===== src/hdl/mckd_pkg.sv =====
// Package for the multi-click key detector: key modes, register indexes,
// configuration and lane report types, and the fixed field sizes.
// No dependencies.
package mckd_pkg;

    // Defaults for the module parameters.
    localparam int NUM_KEYS_DEFAULT    = 4;
    localparam int CLICK_WIDTH_DEFAULT = 4;

    // Fixed sizes of the item fields.
    localparam int IN_KEYS         = 4;
    localparam int OUT_KEYS        = 4;
    localparam int OUT_CLICK_WIDTH = 4;
    localparam int TICK_WIDTH      = 8;
    localparam int CFG_INDEX_WIDTH = 2;

    // Register indexes on the configuration port.
    localparam logic [CFG_INDEX_WIDTH-1:0] REG_DEBOUNCE     = 2'd0;
    localparam logic [CFG_INDEX_WIDTH-1:0] REG_LONG_PRESS   = 2'd1;
    localparam logic [CFG_INDEX_WIDTH-1:0] REG_CLICK_WINDOW = 2'd2;

    // Register reset values.
    localparam logic [TICK_WIDTH-1:0] DEBOUNCE_RESET     = 8'd2;
    localparam logic [TICK_WIDTH-1:0] LONG_PRESS_RESET   = 8'd50;
    localparam logic [TICK_WIDTH-1:0] CLICK_WINDOW_RESET = 8'd30;

    // Per-key mode.
    typedef enum logic [1:0] {
        MODE_IDLE     = 2'd0,
        MODE_DEBOUNCE = 2'd1,
        MODE_HELD     = 2'd2,
        MODE_GAP      = 2'd3
    } key_mode_t;

    // Thresholds shared by all lanes.
    typedef struct packed {
        logic [TICK_WIDTH-1:0] debounce;
        logic [TICK_WIDTH-1:0] long_press;
        logic [TICK_WIDTH-1:0] click_window;
    } cfg_t;

    // What one lane reports for the current item.
    typedef struct packed {
        logic [OUT_CLICK_WIDTH-1:0] clicks;
        logic                       long_press;
    } lane_report_t;

    // Saturating increment of a tick counter.
    function automatic logic [TICK_WIDTH-1:0] sat_inc(input logic [TICK_WIDTH-1:0] v);
        sat_inc = (v == {TICK_WIDTH{1'b1}}) ? v : v + 1'b1;
    endfunction

endpackage


===== src/hdl/mckd_lane.sv =====
// One key lane: debounce, held, click-gap state machine with its counters.
// Depends on mckd_pkg.
module mckd_lane #(
    parameter int CLICK_WIDTH = mckd_pkg::CLICK_WIDTH_DEFAULT
) (
    input  logic                  aclk,
    input  logic                  aresetn,
    input  logic                  advance,
    input  logic                  pressed,
    input  mckd_pkg::cfg_t        cfg,
    output mckd_pkg::lane_report_t report_next
);

    mckd_pkg::key_mode_t                    mode_reg, mode_next;
    logic [mckd_pkg::TICK_WIDTH-1:0]        hold_reg, hold_next;
    logic [mckd_pkg::TICK_WIDTH-1:0]        gap_reg, gap_next;
    logic [CLICK_WIDTH-1:0]                 click_reg, click_next;
    logic                                   long_reg, long_next;
    logic [mckd_pkg::TICK_WIDTH-1:0]        hold_inc, gap_inc;
    logic [CLICK_WIDTH-1:0]                 click_inc;

    // State registers, updated once per accepted item.
    always_ff @(posedge aclk) begin
        if (!aresetn) begin
            mode_reg  <= mckd_pkg::MODE_IDLE;
            hold_reg  <= '0;
            gap_reg   <= '0;
            click_reg <= '0;
            long_reg  <= 1'b0;
        end else if (advance) begin
            mode_reg  <= mode_next;
            hold_reg  <= hold_next;
            gap_reg   <= gap_next;
            click_reg <= click_next;
            long_reg  <= long_next;
        end
    end

    // Saturating increments.
    assign hold_inc  = mckd_pkg::sat_inc(hold_reg);
    assign gap_inc   = mckd_pkg::sat_inc(gap_reg);
    assign click_inc = (click_reg == {CLICK_WIDTH{1'b1}}) ? click_reg : click_reg + 1'b1;

    // Next state and counters for this tick.
    always_comb begin
        mode_next  = mode_reg;
        hold_next  = hold_reg;
        gap_next   = gap_reg;
        click_next = click_reg;
        long_next  = long_reg;
        unique case (mode_reg)
            mckd_pkg::MODE_IDLE: begin
                if (pressed) begin
                    mode_next = mckd_pkg::MODE_DEBOUNCE;
                    hold_next = '0;
                end
            end
            mckd_pkg::MODE_DEBOUNCE: begin
                if (!pressed) begin
                    mode_next = mckd_pkg::MODE_IDLE;
                end else if (hold_inc >= cfg.debounce) begin
                    mode_next = mckd_pkg::MODE_HELD;
                    hold_next = '0;
                    long_next = 1'b0;
                end else begin
                    hold_next = hold_inc;
                end
            end
            mckd_pkg::MODE_HELD: begin
                if (pressed) begin
                    hold_next = hold_inc;
                    if (!long_reg && hold_inc >= cfg.long_press) begin
                        long_next = 1'b1;
                    end
                end else if (!long_reg) begin
                    click_next = click_inc;
                    gap_next   = '0;
                    mode_next  = mckd_pkg::MODE_GAP;
                end else begin
                    long_next = 1'b0;
                    mode_next = mckd_pkg::MODE_IDLE;
                end
            end
            mckd_pkg::MODE_GAP: begin
                gap_next = gap_inc;
                if (pressed) begin
                    hold_next = '0;
                    mode_next = mckd_pkg::MODE_DEBOUNCE;
                end else if (gap_inc >= cfg.click_window) begin
                    gap_next   = '0;
                    click_next = '0;
                    mode_next  = mckd_pkg::MODE_IDLE;
                end
            end
            default: begin
                mode_next = mckd_pkg::MODE_IDLE;
            end
        endcase
    end

    // The report shows the low bits of the click count after the update.
    assign report_next.clicks     = mckd_pkg::OUT_CLICK_WIDTH'(click_next);
    assign report_next.long_press = long_next;

    // The long-press flag is only ever set while the key is held.
    a_long_only_held: assert property (@(posedge aclk) disable iff (!aresetn)
        long_reg |-> mode_reg == mckd_pkg::MODE_HELD)
        else $error("long-press flag set outside the held mode");

    // Without an item the lane state does not move.
    a_hold_when_idle: assert property (@(posedge aclk) disable iff (!aresetn)
        !advance |=> $stable(mode_reg) && $stable(click_reg) && $stable(long_reg))
        else $error("lane state changed without an accepted item");

endmodule


===== src/hdl/mckd_merge.sv =====
// Merging stage: collects the lane reports into the result register and
// runs the result handshake. Depends on mckd_pkg.
module mckd_merge #(
    parameter int NUM_KEYS = mckd_pkg::NUM_KEYS_DEFAULT
) (
    input  logic                   aclk,
    input  logic                   aresetn,
    input  logic                   in_accept,
    input  mckd_pkg::lane_report_t lane_report [NUM_KEYS],
    input  logic                   m_ready,
    output logic                   m_valid,
    output logic                   take_ready,
    output mckd_pkg::lane_report_t out_report [mckd_pkg::OUT_KEYS]
);

    logic                   valid_reg;
    mckd_pkg::lane_report_t report_reg [mckd_pkg::OUT_KEYS];
    mckd_pkg::lane_report_t report_next [mckd_pkg::OUT_KEYS];

    // A new item may enter when the result register is empty or being taken.
    assign take_ready = !valid_reg || m_ready;

    // Keys beyond the lane count read as zero.
    always_comb begin
        for (int k = 0; k < mckd_pkg::OUT_KEYS; k++) begin
            report_next[k] = '0;
            if (k < NUM_KEYS) begin
                report_next[k] = lane_report[k];
            end
        end
    end

    // Result valid flag.
    always_ff @(posedge aclk) begin
        if (!aresetn) begin
            valid_reg <= 1'b0;
        end else if (in_accept) begin
            valid_reg <= 1'b1;
        end else if (m_ready) begin
            valid_reg <= 1'b0;
        end
    end

    // Result payload.
    always_ff @(posedge aclk) begin
        if (in_accept) begin
            report_reg <= report_next;
        end
    end

    assign m_valid    = valid_reg;
    assign out_report = report_reg;

    // Every accepted item shows up as a result in the next cycle.
    a_accept_gives_result: assert property (@(posedge aclk) disable iff (!aresetn)
        in_accept |=> valid_reg)
        else $error("accepted item produced no result");

endmodule


===== src/hdl/multi_click_key_detector.sv =====
// Top level of the multi-click key detector: configuration registers, one lane
// per key and the merging stage. Depends on mckd_pkg, mckd_lane, mckd_merge.
//
// Each item is one scan tick with the pressed levels of four keys; each
// result gives every key's click count and long-press flag after that tick.
// The block takes one item per clock: every lane updates its key state as the
// item is accepted, and the result appears in the output register in the cycle
// after that. While a result waits, s_ready follows m_ready, so a stalled
// result only holds off the next item for as long as it waits. Configuration
// writes are always taken (cfg_ready is tied high); index 3 is ignored.
module multi_click_key_detector #(
    parameter int NUM_KEYS    = mckd_pkg::NUM_KEYS_DEFAULT,
    parameter int CLICK_WIDTH = mckd_pkg::CLICK_WIDTH_DEFAULT
) (
    input  logic                                   aclk,
    input  logic                                   aresetn,
    // Configuration port
    input  logic                                   cfg_valid,
    output logic                                   cfg_ready,
    input  logic [mckd_pkg::CFG_INDEX_WIDTH-1:0]   cfg_index,
    input  logic [mckd_pkg::TICK_WIDTH-1:0]        cfg_data,
    // Input items
    input  logic                                   s_valid,
    output logic                                   s_ready,
    input  logic [mckd_pkg::IN_KEYS-1:0]           s_pressed_keys,
    // Result items
    output logic                                   m_valid,
    input  logic                                   m_ready,
    output logic [mckd_pkg::OUT_CLICK_WIDTH-1:0]   m_clicks_key0,
    output logic                                   m_long_key0,
    output logic [mckd_pkg::OUT_CLICK_WIDTH-1:0]   m_clicks_key1,
    output logic                                   m_long_key1,
    output logic [mckd_pkg::OUT_CLICK_WIDTH-1:0]   m_clicks_key2,
    output logic                                   m_long_key2,
    output logic [mckd_pkg::OUT_CLICK_WIDTH-1:0]   m_clicks_key3,
    output logic                                   m_long_key3
);

    mckd_pkg::cfg_t         cfg_reg;
    logic                   in_accept;
    logic                   take_ready;
    logic [NUM_KEYS-1:0]    lane_pressed;
    mckd_pkg::lane_report_t lane_report [NUM_KEYS];
    mckd_pkg::lane_report_t out_report  [mckd_pkg::OUT_KEYS];

    assign cfg_ready = 1'b1;
    assign s_ready   = take_ready;
    assign in_accept = s_valid && take_ready;

    // Configuration registers.
    always_ff @(posedge aclk) begin
        if (!aresetn) begin
            cfg_reg.debounce     <= mckd_pkg::DEBOUNCE_RESET;
            cfg_reg.long_press   <= mckd_pkg::LONG_PRESS_RESET;
            cfg_reg.click_window <= mckd_pkg::CLICK_WINDOW_RESET;
        end else if (cfg_valid && cfg_ready) begin
            unique case (cfg_index)
                mckd_pkg::REG_DEBOUNCE:     cfg_reg.debounce     <= cfg_data;
                mckd_pkg::REG_LONG_PRESS:   cfg_reg.long_press   <= cfg_data;
                mckd_pkg::REG_CLICK_WINDOW: cfg_reg.click_window <= cfg_data;
                default: ;
            endcase
        end
    end

    // Keys beyond the input field see a released key.
    always_comb begin
        for (int k = 0; k < NUM_KEYS; k++) begin
            lane_pressed[k] = 1'b0;
            if (k < mckd_pkg::IN_KEYS) begin
                lane_pressed[k] = s_pressed_keys[k];
            end
        end
    end

    // One lane per key.
    for (genvar g = 0; g < NUM_KEYS; g++) begin : g_lane
        mckd_lane #(
            .CLICK_WIDTH (CLICK_WIDTH)
        ) u_lane (
            .aclk        (aclk),
            .aresetn     (aresetn),
            .advance     (in_accept),
            .pressed     (lane_pressed[g]),
            .cfg         (cfg_reg),
            .report_next (lane_report[g])
        );
    end

    // Result register and handshake.
    mckd_merge #(
        .NUM_KEYS (NUM_KEYS)
    ) u_merge (
        .aclk        (aclk),
        .aresetn     (aresetn),
        .in_accept   (in_accept),
        .lane_report (lane_report),
        .m_ready     (m_ready),
        .m_valid     (m_valid),
        .take_ready  (take_ready),
        .out_report  (out_report)
    );

    assign m_clicks_key0 = out_report[0].clicks;
    assign m_long_key0   = out_report[0].long_press;
    assign m_clicks_key1 = out_report[1].clicks;
    assign m_long_key1   = out_report[1].long_press;
    assign m_clicks_key2 = out_report[2].clicks;
    assign m_long_key2   = out_report[2].long_press;
    assign m_clicks_key3 = out_report[3].clicks;
    assign m_long_key3   = out_report[3].long_press;

    // A debounce write lands in its register.
    a_cfg_debounce_write: assert property (@(posedge aclk) disable iff (!aresetn)
        cfg_valid && cfg_ready && cfg_index == mckd_pkg::REG_DEBOUNCE
        |=> cfg_reg.debounce == $past(cfg_data))
        else $error("debounce register write lost");

endmodule


===== config.mk =====
export PLATFORM = sky130hd
export DESIGN_NAME = multi_click_key_detector
export DESIGN_NICKNAME = d
export VERILOG_FILES = /design/src/hdl/mckd_pkg.sv /design/src/hdl/mckd_lane.sv /design/src/hdl/mckd_merge.sv /design/src/hdl/multi_click_key_detector.sv
export SDC_FILE = /design/constraint.sdc
export NUM_CORES = 1
export LEC_CHECK = 0
export ABC_CLOCK_PERIOD_IN_PS = 3400
export BUFFER_PORTS_ARGS = -buffer_cell sky130_fd_sc_hd__clkbuf_2
export CORE_ASPECT_RATIO = 1.1
export CORE_MARGIN = 1
export CORE_UTILIZATION = 40
export CTS_CLUSTER_SIZE = 10
export DETAILED_ROUTE_END_ITERATION = 8
export PLACE_DENSITY_LB_ADDON = 0.25
export SYNTH_ARGS = -nofsm -noshare
export SYNTH_HDL_FRONTEND = slang
export SYNTH_SLANG_ARGS = --single-unit
export TNS_END_PERCENT = 30

===== constraint.sdc =====
create_clock -name aclk -period 3.4 [get_ports aclk]
set_input_delay 0.34 -clock aclk [delete_from_list [all_inputs] [get_ports aclk]]
set_output_delay 0.34 -clock aclk [all_outputs]
set_load 0.005 [all_outputs]

==> parameters.txt <==
Parameter                              Value

Flow run
  Count of max-cap constraint violations    0

Cells and area
  Final standard cell count with taps included and fillers excluded    1563
  Most frequent standard cell in the layout excluding fill and tap cells    sky130_fd_sc_hd__ha_1
  Layout Area Growth over Synthesis    13.6%
  Number of nets in the layout    1391
  Fillers    2380
  Fraction of final layout cells with drive strength greater than 1    12.9%
  Top library cells by usage in the layout, fill and taps aside    sky130_fd_sc_hd__ha_1, sky130_fd_sc_hd__dfxtp_1, sky130_fd_sc_hd__nand2_1
  Final antenna diode count    0
  Final core utilization    46.1%
  Design Area, Final    0.0112 sq mm

Synthesis
  Top post-synthesis cells by area    sky130_fd_sc_hd__dfxtp_1, sky130_fd_sc_hd__ha_1, sky130_fd_sc_hd__edfxtp_1
  Number of flops mapped to enable cells by yosys    20
  Cell type with the highest aggregate area in the netlist    sky130_fd_sc_hd__dfxtp_1
  Synth top area share    23.7%
  Synthesized area per cell    8.36 sq um
  Post-synth cell types    90
  Most frequently used flop master after synthesis    sky130_fd_sc_hd__dfxtp_1
  Post-synthesis sequential area ratio    29.7%
  Summed instance area of the synthesized netlist    0.00990 sq mm
  Number of synthesized register bits    137
  Fraction of registers with async set/reset    0%
  Mapped Cells    1184
  Synthesis warning total    0
  Syn nets    1335

Placed design
  Worst slack after detailed placement    0.0983 ns
  Routability congestion estimate    0.883
  Total half-perimeter wirelength after legalization and detailed placement    18700 um
  Number of port buffers    40
  Dpl cells    1528
  Placement-stage cell area    0.0106 sq mm

Detailed routing
  Ratio of routed vias to standard cells    5.72
  Antenna viol nets, final    0
  1st-iter DRT viols    459
  Vias after detailed routing    8939
  Overall routed net length    25900 um
  Wire length per cell after detailed routing    16.6 um
  TritonRoute pass-1 iters    6
  Remaining DRCs    6

Worst setup path
  Critical path fanouts, max    4
  Slowest library cell on the worst path    sky130_fd_sc_hd__a2111o_1
  Endpoint arrival time on the critical path    3.59 ns
  Type of the worst setup path    reg2reg
  Worst Setup End Kind    flip-flop
  FF-to-FF path depth    13
  Startpoint class of the critical path    flip-flop
  Chain of cells forming the critical path    ha_1, nand2_2, nor3_1, or2_2, and2_1, or2_2, ha_1, o211a_1, a211oi_1, o31a_1, a2111o_1, a211o_1, a21oi_1
  Maximum cell stage delay along the critical path    0.46 ns
  Data required time at the worst endpoint    3.76 ns

Timing
  Hold violation count in the final report    0
  Achievable Freq    0.309 GHz
  Total of endpoints with negative setup slack in the final report    0
  Final cycle utilization of the critical path    95.1%
  Layout Skew    0.0128 ns
  Worst slew margin    37.9%
  Slew at the pin closest to its max-slew limit    0.925 ns
  Final TNS setup    0 ns
  Slew Viols, Final    0
  RSZ-0062 raised after global routing    no
  WHS    0.167 ns
  Setup ws final    0.167 ns
  Minimum clock period    3.23 ns

CTS
  Clock tree from TritonCTS    yes
  Cell chosen for the clock root    sky130_fd_sc_hd__clkbuf_16
  H-Tree Depth    4
  Clock latency reported for the late side of the worst-skew pair    0.43 ns
  Clock slew at the register clock pins of the worst setup and hold paths    0.06 ns
  Post-CTS Hold Buffers    0
  CTS Sinks    137
  Clock buffer count from CTS    17
  Buffer levels on the longest clock path    2

Run status
  Outcome    finished, violations left
  Failing checks    DRC

Die
  Placement row count    60
  Std-Cell Core Area    0.0244 sq mm
  I/O pin cnt    42
  Die Footprint    0.0254 sq mm
  Die Y-Extent    167 um
  Effective utilization at floorplan    40.6%
  Die X    152 um

Min path
  Min-Delay Path Depth    3
  Path category of the worst min-delay check    in2reg

Power and ir drop
  Overall power    3.97 mW
  Leakage power figure    4.69 nW
  Maximum vdd ir drop    0.319 mV
  PD cells    353 mW/mm^2

Global routing
  Number of antenna violations at the first check in global routing    0
  Grt total ovfl    0
  Global-route wire length before repair    42900 um
  Maximum number of pins on one net before global-route repair    65
  Overall track demand over capacity in global routing    21.1%
  Via count of the first global-routing pass    8499
repair_timing:
item / CTS / global route
gates resized for setup: 0 / 16
setup endpoints to repair: 0 / 44
buffers inserted: 0 / 3
power by group:
part / total, mW / switching (mW) / internal (mW)
sequential: 1.69 / 0.0174 / 1.67
combinational: 0.354 / 0.232 / 0.122
clock: 1.92 / 0.770 / 1.15
final timing paths:
kind	start	endpoint	slack (ns)
worst max-delay path	g_lane[0].u_lane.hold_reg[1]	g_lane[0].u_lane.mode_reg[1]	0.17
worst min-delay path	cfg_data[2]	cfg_reg[10]	0.17
worst max register to register	g_lane[0].u_lane.hold_reg[1]	g_lane[0].u_lane.mode_reg[1]	0.17
worst min register to register	cfg_reg[10]	cfg_reg[10]	0.46
routing by layer:
layer  vias to the layer above  global-route usage (%)  wire (um)
met1                      4170                    26.5      11900
met3                        43                    3.46        953
met2                       169                    35.5      12300
met4                         0                    9.18        719
li1                       4557                       -          -
met5                         -                       0          0
Yosys cell counts, types with 16 or more instances:
| library cell | instances |
|---|---|
| sky130_fd_sc_hd__nand2b_1 | 23 |
| sky130_fd_sc_hd__o21a_1 | 32 |
| sky130_fd_sc_hd__nand3_1 | 68 |
| sky130_fd_sc_hd__nor2_1 | 93 |
| sky130_fd_sc_hd__and3_1 | 21 |
| sky130_fd_sc_hd__a211oi_1 | 21 |
| sky130_fd_sc_hd__a21oi_1 | 96 |
| sky130_fd_sc_hd__clkbuf_1 | 26 |
| sky130_fd_sc_hd__a31oi_1 | 29 |
| sky130_fd_sc_hd__ha_1 | 132 |
| sky130_fd_sc_hd__nand2_1 | 106 |
| sky130_fd_sc_hd__o21ai_0 | 52 |
| sky130_fd_sc_hd__inv_1 | 49 |
| sky130_fd_sc_hd__dfxtp_1 | 117 |
| sky130_fd_sc_hd__nand4_1 | 16 |
| sky130_fd_sc_hd__nor3_1 | 24 |
| sky130_fd_sc_hd__edfxtp_1 | 20 |
kinds of logic after synthesis:
| group | Yosys count | share of synthesized area [%] |
|---|---|---|
| muxes | 19 | 2.03 |
| DFF | 137 | 29.7 |
| AOI/OAI and AO/OA | 347 | 23.6 |
| other | 1 | 0.0379 |
| buffers and inverters | 91 | 3.88 |
| adders and majority gates | 132 | 16.7 |
| xor gates and xnor gates | 15 | 1.33 |
| and+or+nand+nor | 442 | 22.7 |
critical path, delay by kind of cell, from the launching register on:
kind,cells,cell delay [ns]
adders and majority gates,2,0.49
and+or+nand+nor,5,0.95
DFF,1,0.33
AOI/OAI and AO/OA,6,1.38
layout make-up:
type | instances | area [sq um] | share of cell area (%)
repair buffers | 77 | 490 | 4.36
flip-flops and latches | 137 | 2950 | 26.2
clock buffers | 17 | 425 | 3.78
well taps | 310 | 388 | 3.45
multi-input cells | 956 | 6630 | 58.9
inverters | 51 | 191 | 1.70
clock inverters | 15 | 176 | 1.57
(Power assumes the default switching activity.)
